[config.mk]
export PLATFORM = sky130hd
export DESIGN_NAME = sprite_animation_sequencer_unit
export DESIGN_NICKNAME = d
export VERILOG_FILES = /design/src/hw/rtl/sas_pkg.sv /design/src/hw/rtl/sprite_animation_sequencer_unit.sv /design/src/hw/rtl/sas_ram.sv
export SDC_FILE = /design/constraint.sdc
export NUM_CORES = 2
export LEC_CHECK = 0
export BUFFER_PORTS_ARGS = -buffer_cell sky130_fd_sc_hd__buf_2
export CORE_UTILIZATION = 50
export CTS_BUF_LIST = sky130_fd_sc_hd__clkbuf_4 sky130_fd_sc_hd__clkbuf_8 sky130_fd_sc_hd__clkbuf_16
export DETAILED_ROUTE_END_ITERATION = 8
export PLACE_DENSITY = 0.78
export SETUP_SLACK_MARGIN = 0.2
export SLEW_MARGIN = 0
export SYNTH_ARGS = -nofsm -noshare
export SYNTH_HDL_FRONTEND = slang
export SYNTH_SLANG_ARGS = --single-unit
[constraint.sdc]
create_clock -name clk -period 4.1 [get_ports clk]
set_clock_uncertainty 0.15 [all_clocks]
set_input_delay 0.41 -clock clk [delete_from_list [all_inputs] [get_ports clk]]
set_output_delay 0.41 -clock clk [all_outputs]
set_load 0.1 [all_outputs]
[src/hw/rtl/sas_pkg.sv]
// Shared types, constants and helpers for the sprite animation sequencer.
// Used by the generic RAM user (top level); no dependencies.
package sas_pkg;

  localparam int NUM_NODES  = 16;
  localparam int MAX_FRAMES = 8;
  localparam int MAX_TRANS  = 4;
  localparam int NUM_CONDS  = 16;

  localparam int NODE_W   = $clog2(NUM_NODES);
  localparam int FRAME_W  = (MAX_FRAMES > 1) ? $clog2(MAX_FRAMES) : 1;
  localparam int TRANS_W  = (MAX_TRANS > 1) ? $clog2(MAX_TRANS) : 1;
  localparam int FLEN_DEPTH = NUM_NODES * MAX_FRAMES;
  localparam int TRAN_DEPTH = NUM_NODES * MAX_TRANS;
  localparam int FADDR_W  = $clog2(FLEN_DEPTH);
  localparam int TADDR_W  = $clog2(TRAN_DEPTH);

  localparam int FLAG_STOP = 0;
  localparam int FLAG_PUC  = 1;

  localparam int IN_TDATA_W  = 64;
  localparam int OUT_TDATA_W = 16;
  localparam int CFG_ADDR_W  = 3;

  typedef enum logic [2:0] {
    OP_TICK      = 3'd0,
    OP_LOAD_FLEN = 3'd1,
    OP_LOAD_TRAN = 3'd2,
    OP_LOAD_NODE = 3'd3,
    OP_RESTART   = 3'd4
  } op_t;

  localparam logic REG_START_NODE = 1'b0;

  typedef struct packed {
    logic [5:0]  pad;
    logic [15:0] conditions;
    logic [2:0]  node_flags;
    logic [3:0]  frame_count;
    logic        trans_valid;
    logic [3:0]  trans_cond;
    logic [3:0]  trans_target;
    logic [15:0] frame_length;
    logic [2:0]  slot;
    logic [3:0]  node;
    logic [2:0]  op;
  } in_item_t;

  typedef struct packed {
    logic [2:0] pad;
    logic       jumped;
    logic       can_interrupt;
    logic [2:0] flags_out;
    logic       frame_valid;
    logic [2:0] cur_frame;
    logic [3:0] cur_node;
  } out_item_t;

  typedef struct packed {
    logic       valid;
    logic [3:0] cond;
    logic [3:0] target;
  } trans_t;

  typedef struct packed {
    logic [3:0] count;
    logic [2:0] flags;
  } node_info_t;

  typedef enum logic [4:0] {
    S_IDLE  = 5'b00001,
    S_EXEC  = 5'b00010,
    S_SCAN  = 5'b00100,
    S_FRAME = 5'b01000,
    S_OUT   = 5'b10000
  } state_t;

  function automatic logic [FRAME_W-1:0] last_frame(input logic [3:0] count);
    logic [FRAME_W-1:0] res;
    if (count == 4'd0) begin
      res = '0;
    end else if (int'(count) > MAX_FRAMES) begin
      res = FRAME_W'(MAX_FRAMES - 1);
    end else begin
      res = FRAME_W'(count - 4'd1);
    end
    return res;
  endfunction

endpackage

[src/hw/rtl/sprite_animation_sequencer_unit.sv]
// Sprite animation sequencer top level: request sequencer, node table and memories.
// Depends on sas_pkg and sas_ram.
//
// Each request is handled alone. Load, restart and unused op codes pass through the
// execute state to the output state. A tick goes from execute straight to the frame
// step when the node may not be interrupted. Otherwise it first scans the transition
// slots and goes to output on a taken transition, or to the frame step when none is
// taken after all four slots are scanned: the transition memory has one read port and
// is walked one slot per cycle. The output register lets the next request be accepted
// while a result still waits. No clearing pass follows reset.
module sprite_animation_sequencer_unit (
  input  logic                           clk,
  input  logic                           rst_n,
  // tdata: op[2:0], node[6:3], slot[9:7], frame_length[25:10], trans_target[29:26],
  // trans_cond[33:30], trans_valid[34], frame_count[38:35], node_flags[41:39],
  // conditions[57:42], zero fill above.
  input  logic                           in_tvalid,
  output logic                           in_tready,
  input  logic [sas_pkg::IN_TDATA_W-1:0] in_tdata,
  // tdata: cur_node[3:0], cur_frame[6:4], frame_valid[7], flags_out[10:8],
  // can_interrupt[11], jumped[12], zero fill above.
  output logic                            out_tvalid,
  input  logic                            out_tready,
  output logic [sas_pkg::OUT_TDATA_W-1:0] out_tdata,
  input  logic                           cfg_psel,
  input  logic                           cfg_penable,
  input  logic                           cfg_pwrite,
  input  logic [sas_pkg::CFG_ADDR_W-1:0] cfg_paddr,
  input  logic [31:0]                    cfg_pwdata,
  output logic [31:0]                    cfg_prdata,
  output logic                           cfg_pready
);

  sas_pkg::state_t   state_r, state_nxt;
  sas_pkg::in_item_t item_r;
  logic [sas_pkg::NODE_W-1:0]  cur_node_r, cur_node_nxt;
  logic [sas_pkg::FRAME_W-1:0] cur_frame_r, cur_frame_nxt;
  logic                        started_r, started_nxt;
  logic [15:0]                 tick_r, tick_nxt;
  logic                        jumped_r, jumped_nxt;
  logic [sas_pkg::TRANS_W-1:0] scan_idx_r, scan_idx_nxt;
  logic [sas_pkg::TRANS_W-1:0] pend_idx_r, pend_idx_nxt;
  logic                        pend_r, pend_nxt;
  logic                        pend_wr_r, pend_wr_nxt;
  logic [sas_pkg::TRAN_DEPTH-1:0] trans_wr_r, trans_wr_nxt;
  logic [3:0]                  start_node_r;
  logic                        out_valid_r;
  sas_pkg::out_item_t          out_data_r;
  sas_pkg::node_info_t         node_info_r [sas_pkg::NUM_NODES];

  logic                         flen_we;
  logic [sas_pkg::FADDR_W-1:0]  flen_waddr, flen_raddr;
  logic [15:0]                  flen_rdata;
  logic                         tran_we;
  logic [sas_pkg::TADDR_W-1:0]  tran_waddr, tran_raddr;
  logic [8:0]                   tran_rdata;
  sas_pkg::trans_t              tran_rd;
  logic                         node_we;

  sas_pkg::node_info_t          cur_info;
  logic [sas_pkg::FRAME_W-1:0]  last_idx;
  logic                         on_last;
  logic                         eligible;
  logic                         hit;
  logic [15:0]                  tick_inc;
  logic                         out_load;
  logic                         cfg_wr;

  assign cfg_pready = 1'b1;
  assign cfg_wr     = cfg_psel && cfg_penable && cfg_pwrite && cfg_pready
                      && (cfg_paddr[2] == sas_pkg::REG_START_NODE);
  assign cfg_prdata = (cfg_paddr[2] == sas_pkg::REG_START_NODE) ? {28'd0, start_node_r} : 32'd0;

  assign in_tready  = (state_r == sas_pkg::S_IDLE);
  assign out_tvalid = out_valid_r;
  assign out_tdata  = out_data_r;

  assign cur_info = node_info_r[cur_node_r];
  assign last_idx = sas_pkg::last_frame(cur_info.count);
  assign on_last  = started_r && (cur_frame_r == last_idx);
  assign eligible = !cur_info.flags[sas_pkg::FLAG_PUC] || on_last;
  assign tick_inc = (tick_r == 16'hFFFF) ? tick_r : tick_r + 16'd1;
  assign out_load = (state_r == sas_pkg::S_OUT) && (!out_valid_r || out_tready);

  assign flen_raddr = sas_pkg::FADDR_W'(int'(cur_node_r) * sas_pkg::MAX_FRAMES
                                        + int'(cur_frame_r));
  assign flen_waddr = sas_pkg::FADDR_W'(int'(item_r.node) * sas_pkg::MAX_FRAMES
                                        + int'(item_r.slot));
  assign tran_raddr = sas_pkg::TADDR_W'(int'(cur_node_r) * sas_pkg::MAX_TRANS
                                        + int'(scan_idx_r));
  assign tran_waddr = sas_pkg::TADDR_W'(int'(item_r.node) * sas_pkg::MAX_TRANS
                                        + int'(item_r.slot));
  assign tran_rd    = sas_pkg::trans_t'(tran_rdata);

  assign flen_we = (state_r == sas_pkg::S_EXEC) && (item_r.op == sas_pkg::OP_LOAD_FLEN)
                   && (int'(item_r.node) < sas_pkg::NUM_NODES)
                   && (int'(item_r.slot) < sas_pkg::MAX_FRAMES);
  assign tran_we = (state_r == sas_pkg::S_EXEC) && (item_r.op == sas_pkg::OP_LOAD_TRAN)
                   && (int'(item_r.node) < sas_pkg::NUM_NODES)
                   && (int'(item_r.slot) < sas_pkg::MAX_TRANS);
  assign node_we = (state_r == sas_pkg::S_EXEC) && (item_r.op == sas_pkg::OP_LOAD_NODE)
                   && (int'(item_r.node) < sas_pkg::NUM_NODES);

  assign hit = pend_r && pend_wr_r && tran_rd.valid
               && (int'(tran_rd.cond) < sas_pkg::NUM_CONDS)
               && item_r.conditions[tran_rd.cond];

  sas_ram #(
    .WIDTH (16),
    .DEPTH (sas_pkg::FLEN_DEPTH)
  ) u_flen_ram (
    .clk   (clk),
    .we    (flen_we),
    .waddr (flen_waddr),
    .wdata (item_r.frame_length),
    .raddr (flen_raddr),
    .rdata (flen_rdata)
  );

  sas_ram #(
    .WIDTH (9),
    .DEPTH (sas_pkg::TRAN_DEPTH)
  ) u_tran_ram (
    .clk   (clk),
    .we    (tran_we),
    .waddr (tran_waddr),
    .wdata ({item_r.trans_valid, item_r.trans_cond, item_r.trans_target}),
    .raddr (tran_raddr),
    .rdata (tran_rdata)
  );

  always_comb begin
    state_nxt     = state_r;
    cur_node_nxt  = cur_node_r;
    cur_frame_nxt = cur_frame_r;
    started_nxt   = started_r;
    tick_nxt      = tick_r;
    jumped_nxt    = jumped_r;
    scan_idx_nxt  = scan_idx_r;
    pend_idx_nxt  = pend_idx_r;
    pend_nxt      = pend_r;
    pend_wr_nxt   = pend_wr_r;
    trans_wr_nxt  = trans_wr_r;
    if (tran_we) begin
      trans_wr_nxt[tran_waddr] = 1'b1;
    end
    case (state_r)
      sas_pkg::S_IDLE: begin
        if (in_tvalid) begin
          state_nxt  = sas_pkg::S_EXEC;
          jumped_nxt = 1'b0;
        end
      end
      sas_pkg::S_EXEC: begin
        state_nxt = sas_pkg::S_OUT;
        case (item_r.op)
          sas_pkg::OP_TICK: begin
            scan_idx_nxt = '0;
            pend_nxt     = 1'b0;
            state_nxt    = eligible ? sas_pkg::S_SCAN : sas_pkg::S_FRAME;
          end
          sas_pkg::OP_RESTART: begin
            cur_node_nxt  = sas_pkg::NODE_W'(32'(start_node_r) % sas_pkg::NUM_NODES);
            cur_frame_nxt = '0;
            started_nxt   = 1'b0;
            tick_nxt      = '0;
          end
          default: begin
          end
        endcase
      end
      sas_pkg::S_SCAN: begin
        if (hit) begin
          cur_node_nxt  = sas_pkg::NODE_W'(32'(tran_rd.target) % sas_pkg::NUM_NODES);
          cur_frame_nxt = '0;
          started_nxt   = 1'b1;
          tick_nxt      = '0;
          jumped_nxt    = 1'b1;
          state_nxt     = sas_pkg::S_OUT;
        end else if (pend_r && (int'(pend_idx_r) == sas_pkg::MAX_TRANS - 1)) begin
          state_nxt = sas_pkg::S_FRAME;
        end else begin
          pend_nxt     = 1'b1;
          pend_idx_nxt = scan_idx_r;
          pend_wr_nxt  = trans_wr_r[tran_raddr];
          scan_idx_nxt = scan_idx_r + 1'b1;
        end
      end
      sas_pkg::S_FRAME: begin
        state_nxt = sas_pkg::S_OUT;
        if (!(cur_info.flags[sas_pkg::FLAG_STOP] && on_last)) begin
          if (!started_r) begin
            started_nxt   = 1'b1;
            cur_frame_nxt = '0;
            tick_nxt      = '0;
          end else if (tick_inc > flen_rdata) begin
            cur_frame_nxt = (cur_frame_r >= last_idx) ? '0 : cur_frame_r + 1'b1;
            tick_nxt      = '0;
          end else begin
            tick_nxt = tick_inc;
          end
        end
      end
      sas_pkg::S_OUT: begin
        if (out_load) begin
          state_nxt = sas_pkg::S_IDLE;
        end
      end
      default: begin
        state_nxt = sas_pkg::S_IDLE;
      end
    endcase
  end

  always_ff @(posedge clk) begin
    if (!rst_n) begin
      state_r      <= sas_pkg::S_IDLE;
      cur_node_r   <= '0;
      cur_frame_r  <= '0;
      started_r    <= 1'b0;
      tick_r       <= '0;
      jumped_r     <= 1'b0;
      scan_idx_r   <= '0;
      pend_idx_r   <= '0;
      pend_r       <= 1'b0;
      pend_wr_r    <= 1'b0;
      trans_wr_r   <= '0;
      start_node_r <= '0;
      out_valid_r  <= 1'b0;
    end else begin
      state_r     <= state_nxt;
      cur_node_r  <= cur_node_nxt;
      cur_frame_r <= cur_frame_nxt;
      started_r   <= started_nxt;
      tick_r      <= tick_nxt;
      jumped_r    <= jumped_nxt;
      scan_idx_r  <= scan_idx_nxt;
      pend_idx_r  <= pend_idx_nxt;
      pend_r      <= pend_nxt;
      pend_wr_r   <= pend_wr_nxt;
      trans_wr_r  <= trans_wr_nxt;
      if (cfg_wr) begin
        start_node_r <= cfg_pwdata[3:0];
      end
      if (out_load) begin
        out_valid_r <= 1'b1;
      end else if (out_tready) begin
        out_valid_r <= 1'b0;
      end
    end
  end

  always_ff @(posedge clk) begin
    if (in_tvalid && in_tready) begin
      item_r <= sas_pkg::in_item_t'(in_tdata);
    end
    if (node_we) begin
      node_info_r[item_r.node] <= '{count: item_r.frame_count, flags: item_r.node_flags};
    end
    if (out_load) begin
      out_data_r.pad           <= '0;
      out_data_r.jumped        <= jumped_r;
      out_data_r.can_interrupt <= !cur_info.flags[sas_pkg::FLAG_PUC];
      out_data_r.flags_out     <= cur_info.flags;
      out_data_r.frame_valid   <= started_r;
      out_data_r.cur_frame     <= started_r ? 3'(cur_frame_r) : 3'd0;
      out_data_r.cur_node      <= 4'(cur_node_r);
    end
  end

endmodule

[src/hw/rtl/sas_ram.sv]
// Generic single-write, single-read synchronous RAM with registered read data.
// No dependencies.
module sas_ram #(
  parameter int WIDTH = 8,
  parameter int DEPTH = 16
) (
  input  logic                     clk,
  input  logic                     we,
  input  logic [$clog2(DEPTH)-1:0] waddr,
  input  logic [WIDTH-1:0]         wdata,
  input  logic [$clog2(DEPTH)-1:0] raddr,
  output logic [WIDTH-1:0]         rdata
);

  logic [WIDTH-1:0] mem_r [DEPTH];

  always_ff @(posedge clk) begin
    if (we) begin
      mem_r[waddr] <= wdata;
    end
    rdata <= mem_r[raddr];
  end

endmodule
After elaboration in Yosys (flattened, before gate mapping)

Memories as Yosys holds them, arrays and structs flattened. A register that Yosys moved wholly into a read port is not among the register bits.
Index checks and enable logic that the tools add are counted.

Reductions and logical operators: 33
$mul: 0
Equality and inequality tests: 22
Divide/modulo/power cells: 0
Add/sub/neg operators: 8
Shift-type cells: 0
Muxes and demuxes: 57
Bitwise operators: 4
$lt $le $gt $ge: 8

Operators by type and width:

| cell                                                 | number |
|---|---|
| two-way mux 16 bit                                   | 6 |
| bitwise OR 64 bit                                    | 1 |
| one-hot mux 16 bit (3 select lines)                  | 1 |
| two-way mux 5 bit                                    | 5 |
| one-hot mux 5 bit (5 select lines)                   | 1 |
| two-way mux 3 bit                                    | 8 |
| two-way mux 4 bit                                    | 6 |
| two-way mux 1 bit                                    | 18 |
| adder 16 x 1 -> 16 bit (second input constant)       | 1 |
| equality test 16 bit (second input constant)         | 1 |
| > comparator 16 bit                                  | 1 |
| logical AND 1 bit                                    | 16 |
| adder 7 x 3 -> 7 bit                                 | 2 |
| < comparator 6 x 7 -> 1 bit (second input constant)  | 2 |
| != test 2 bit (second input constant)                | 6 |
| AND reduction 3 bit                                  | 4 |
| one-hot mux 3 bit (3 select lines)                   | 1 |
| one-hot mux 4 bit (2 select lines)                   | 1 |
| AND reduction 4 bit                                  | 2 |
| adder 6 x 2 -> 6 bit                                 | 1 |
| adder 6 x 3 -> 6 bit                                 | 1 |
| binary-select mux 1 bit (select 6 bit)               | 1 |
| demux 1 bit (select 6 bit)                           | 1 |
| equality test 3 x 2 -> 1 bit (second input constant) | 2 |
| 32 further kinds                                     | 43 |

Register bits after elaboration: 176
Output and inout port bits: 51
Input port bits: 106
Bits in read-only memories: 0
Bits in writable memories: 2736
Memories: 3
Bits in latches: 0

Memory list:

| name             | words | width | read ports | clocked after Yosys merged registers in | wr ports | RTL line                              | text |
|---|---|---|---|---|---|---|---|
| u_flen_ram.mem_r | 128   | 16    | 1          | 1                                       | 1        | sas_ram.sv:15                         | `logic [WIDTH-1:0] mem_r [DEPTH];` |
| u_tran_ram.mem_r | 64    | 9     | 1          | 1                                       | 1        | sas_ram.sv:15                         |  |
| node_info_r      | 16    | 7     | 1          | 1                                       | 1        | sprite_animation_sequencer_unit.sv:49 | `sas_pkg::node_info_t node_info_r [sas_pkg::NUM_NODES];` |

Depth between registers and ports, before layout

Word-level depth: 9
Gate-level depth with buffers: 19
Gate-level depth less buffers: 15

Hierarchy

Synthesis repeated with hierarchy kept, for this count alone.

Cell total of the unflattened synthesis: 5054
Area, all modules: 113580.2 um^2

Modules (own cells, without submodules):

| module                          | cells an instance | area an instance (um^2) | sequential area each (um^2) | instances |
|---|---|---|---|---|
| sas_ram (u_flen_ram)            | 3086              | 78522.8                 | 61819.3                     | 1 |
| sas_ram (u_tran_ram)            | 1020              | 22594.2                 | 17476.8                     | 1 |
| sprite_animation_sequencer_unit | 948               | 12463.2                 | 7677.4                      | 1 |

Worst setup path after synthesis

OpenSTA, ideal clock, no wires.

Kind: register to register
From: reg (tool-made name)
To: reg cur_frame_r[2] (netlist name)
Period minus slack after synthesis: 4.281 ns
Arrival time: 4.057 ns
Setup time: 0.074 ns
Path slack: -0.181 ns
Stages on the path, launching flop included: 16
Required time: 3.876 ns
Cells stage by stage: dfxtp_1 buf_2 buf_2 buf_4 mux4_2 mux4_2 inv_1 ha_1 nand2b_1 maj3_1 ha_1 nand2b_1 a21o_1 a2111oi_0 o211ai_1 o21ai_0

RTL lines:

| element              | RTL line                               | text |
|---|---|---|
| to (signal assigned) | sprite_animation_sequencer_unit.sv:233 | `cur_frame_r <= cur_frame_nxt;` |
| to (decl)            | sprite_animation_sequencer_unit.sv:37  | `logic [sas_pkg::FRAME_W-1:0] cur_frame_r, cur_frame_nxt;` |

==> summary.txt <==
Initial core utilization: 50.31%
Critical Path RT: 4.77 ns
Die Area: 228000 um^2
Reg area: 87010 um^2
Compound-Gate Fraction of Synth Area: 2.026%
Clk root buf: clkbuf_16
Die Ht: 477.5 um
Worst-Margin Slew: 1.405 ns
Placer's final routability congestion estimate: 0.8540
Area Overhead vs Synth: 14.91%
Minimum clock period: 4.034 ns
Worst Hold Launch: in_tdata[18]
Worst IR Drop VDD: 0.4622 mV
Post-synth EDFFs: 2807
Total CTS buffers: 288
Maximum Capacitance Violations: 0
Die W: 477.5 um
Worst hold stages: 2
Synth top area cells: edfxtp_1, mux4_2, dfxtp_1
Via/cell ratio: 6.368
Worst min path class: primary input to register
Ys async rst share: 0%
Count of state elements after synthesis: 2941
DRT iter0 DRCs: 8137
Simple-gate area share of the yosys netlist: 2.156%
Pleak: 40.16 nW
GRT overflow: 0
Startpoint Class: register
Filler cell count: 15210
Setup crit end kind: register
CTS sink count: 2941
Multi-input gate area: 24800 um^2
Reg2Reg Depth: 13
Vias in the first global route: 57540
Final TNS setup: 0 ns
Core Box Area: 224700 um^2
Synth top area share: 74.57%
WS Path Type: register to register
CTS tree: yes
Dpl hpwl: 160600 um
Avg Cell Area, Syn: 22.03 um^2
Synth area leader: edfxtp_1
Nets: 5907
Final Cycle Share: 98.39%
First-pass GRT wire length: 401800 um
Clk buf depth: 4
Largest net degree at the start of global routing: 129
WL/cell: 31.03 um
Synthesized area: 113000 um^2
Max Freq: 247.9 MHz
Clock Latency Late Sink: 0.95 ns
Post-Synth Adder-Cell Area: 0.2745%
I/O pin count: 157
Ys flop type: edfxtp_1
Row cnt: 174
Post-DRT Antenna Nets: 0
Synth cell types: 71
Largest family of logic cells by synthesized area: multiplexers
DRC viols: 0
Final setup fails: 0
GR Util All Layers: 24.26%
Sequential share of the synthesized area: 76.94%
Slew margin rel.: 6.308%
Power per Cell Area: 465.1 nW/um^2
Reg clk slew, reported paths: 0.07 ns
Worst-path fanout max: 17
IO buf count: 88
Warnings from Yosys: 0
Drt pass-1 iters: 7
Via count: 57140
Post-synthesis mux area share: 17.19%
Slew Limit Fails: 0
Commonest cells in the netlist: edfxtp_1, mux4_2, nor2_1
XOR/XNOR share of the synthesized area: 0.08523%
Post-Synthesis Cells: 5132
H-Tree Depth: 5
Share of cells above drive strength 1: 30.23%
Status: finished clean
Post-Route Utilization: 57.81%
Hold slack: 0.05404 ns
Most common cell in the synthesized netlist: edfxtp_1
RSZ-0062 raised after global routing: true
DRT Wirelength: 278400 um
Worst Path Arrival: 4.70 ns
Fin. Hold Viols: 0
Initial antenna violation count: 2
worst max-delay path: stages (launching register included):
cell and delay [ns]:
dfxtp_4 0.37, buf_12 0.13, buf_12 0.14, buf_8 0.13
mux4_2 0.51, mux4_2 0.56, maj3_2 0.35, ha_1 0.31
nand4_1 0.20, o311ai_4 0.30, buf_4 0.17, buf_12 0.14
o21ai_0 0.10, o21ai_0 0.32
cell families after synthesis:
kind of cell | Yosys count
buffers and inverters | 328
AO/OA/AOI/OAI | 336
flip-flops | 2941
adder cells (fa/ha/maj) | 25
other | 2
multiplexers | 969
AND/OR/NAND/NOR | 520
XOR/XNOR | 11
what timing repair did:
item / in CTS / in global routing
pin swaps: 0 / 3
gates resized for setup: 4 / 26
gates cloned: 0 / 2
endpoints found under the setup margin: 18 / 58
hold buffers: 81 / 0
setup buffers: 2 / 10
hold endpoints to repair: 67 / 0
worst paths after layout:
kind	end	slack (ns)
worst max-delay path	cur_frame_r[0]	0.07
worst min-delay path	item_r[18]	0.05
worst max register to register	cur_frame_r[0]	0.07
worst min register to register	out_tdata[12]	0.30
cell type report:
| cell class | instances | share of cell area [%] |
|---|---|---|
| flip-flops and latches | 2941 | 66.98 |
| multi-input cells | 1893 | 19.10 |
| clock buffers | 357 | 6.090 |
| repair buffers | 624 | 4.063 |
| well taps | 2992 | 2.882 |
| clock inverters | 134 | 0.7937 |
| inverters | 29 | 0.08477 |
| diodes | 3 | 0.005780 |
registers in the layout, summed over array words and instances, names as in the netlist, 2 cells and up, named ones only:
signal            flops
pend_idx_r            2
u_tran_ram.mem_r    576
item_r               58
out_tdata            13
scan_idx_r            2
cur_node_r            4
node_info_r         112
trans_wr_r           64
start_node_r          4
u_flen_ram.rdata     16
tick_r               16
u_tran_ram.rdata      9
state_r               5
cur_frame_r           3
u_flen_ram.mem_r   2048
layer usage:
metal	routed length [um]	share of wire [%]	global-route usage (%)	vias up
li1	-	-	-	22720
met1	100100	36	32.54	29850
met2	136100	49	38.95	3971
met3	30740	11	5.262	603
met4	11550	4.1	9.677	0
met5	0	0	0	-
report_power, final:
group / switching [mW] / internal, mW
sequential: 0.162 / 33.2
combinational: 1.29 / 0.385
clock: 10.8 / 14.6
total: 12.3 / 48.2
through the flow:
stage	cells	total power [mW]	setup WS, ns	cell area (um^2)
after floorplan	5162	34.79	0.2490	113200
after CTS	8958	60.55	0.2172	129700
final	8973	60.42	0.06609	129900
after global placement	8384	35.43	0.1640	119900
after global routing	8971	61.79	-0.01918	129900
after detailed placement	8384	35.51	0.1346	119900
cell usage in the layout, fill, tap and decap left out, drive strengths merged, types with 32 or more instances in the layout:
master,synthesis,routed
nand2,86,86
dlygate4sd3,0,81
dfxtp,134,134
edfxtp,2807,2807
nand3,44,44
nor2b,62,62
mux2i,185,185
clkbuf,139,358
mux4,776,776
buf,160,542
inv,28,34
o21a,66,66
a211oi,63,63
conb,2,32
a21oi,53,53
clkinv,1,106
o22ai,65,65
nor2,240,240
No activity file was read; power rests on OpenSTA's default activity.
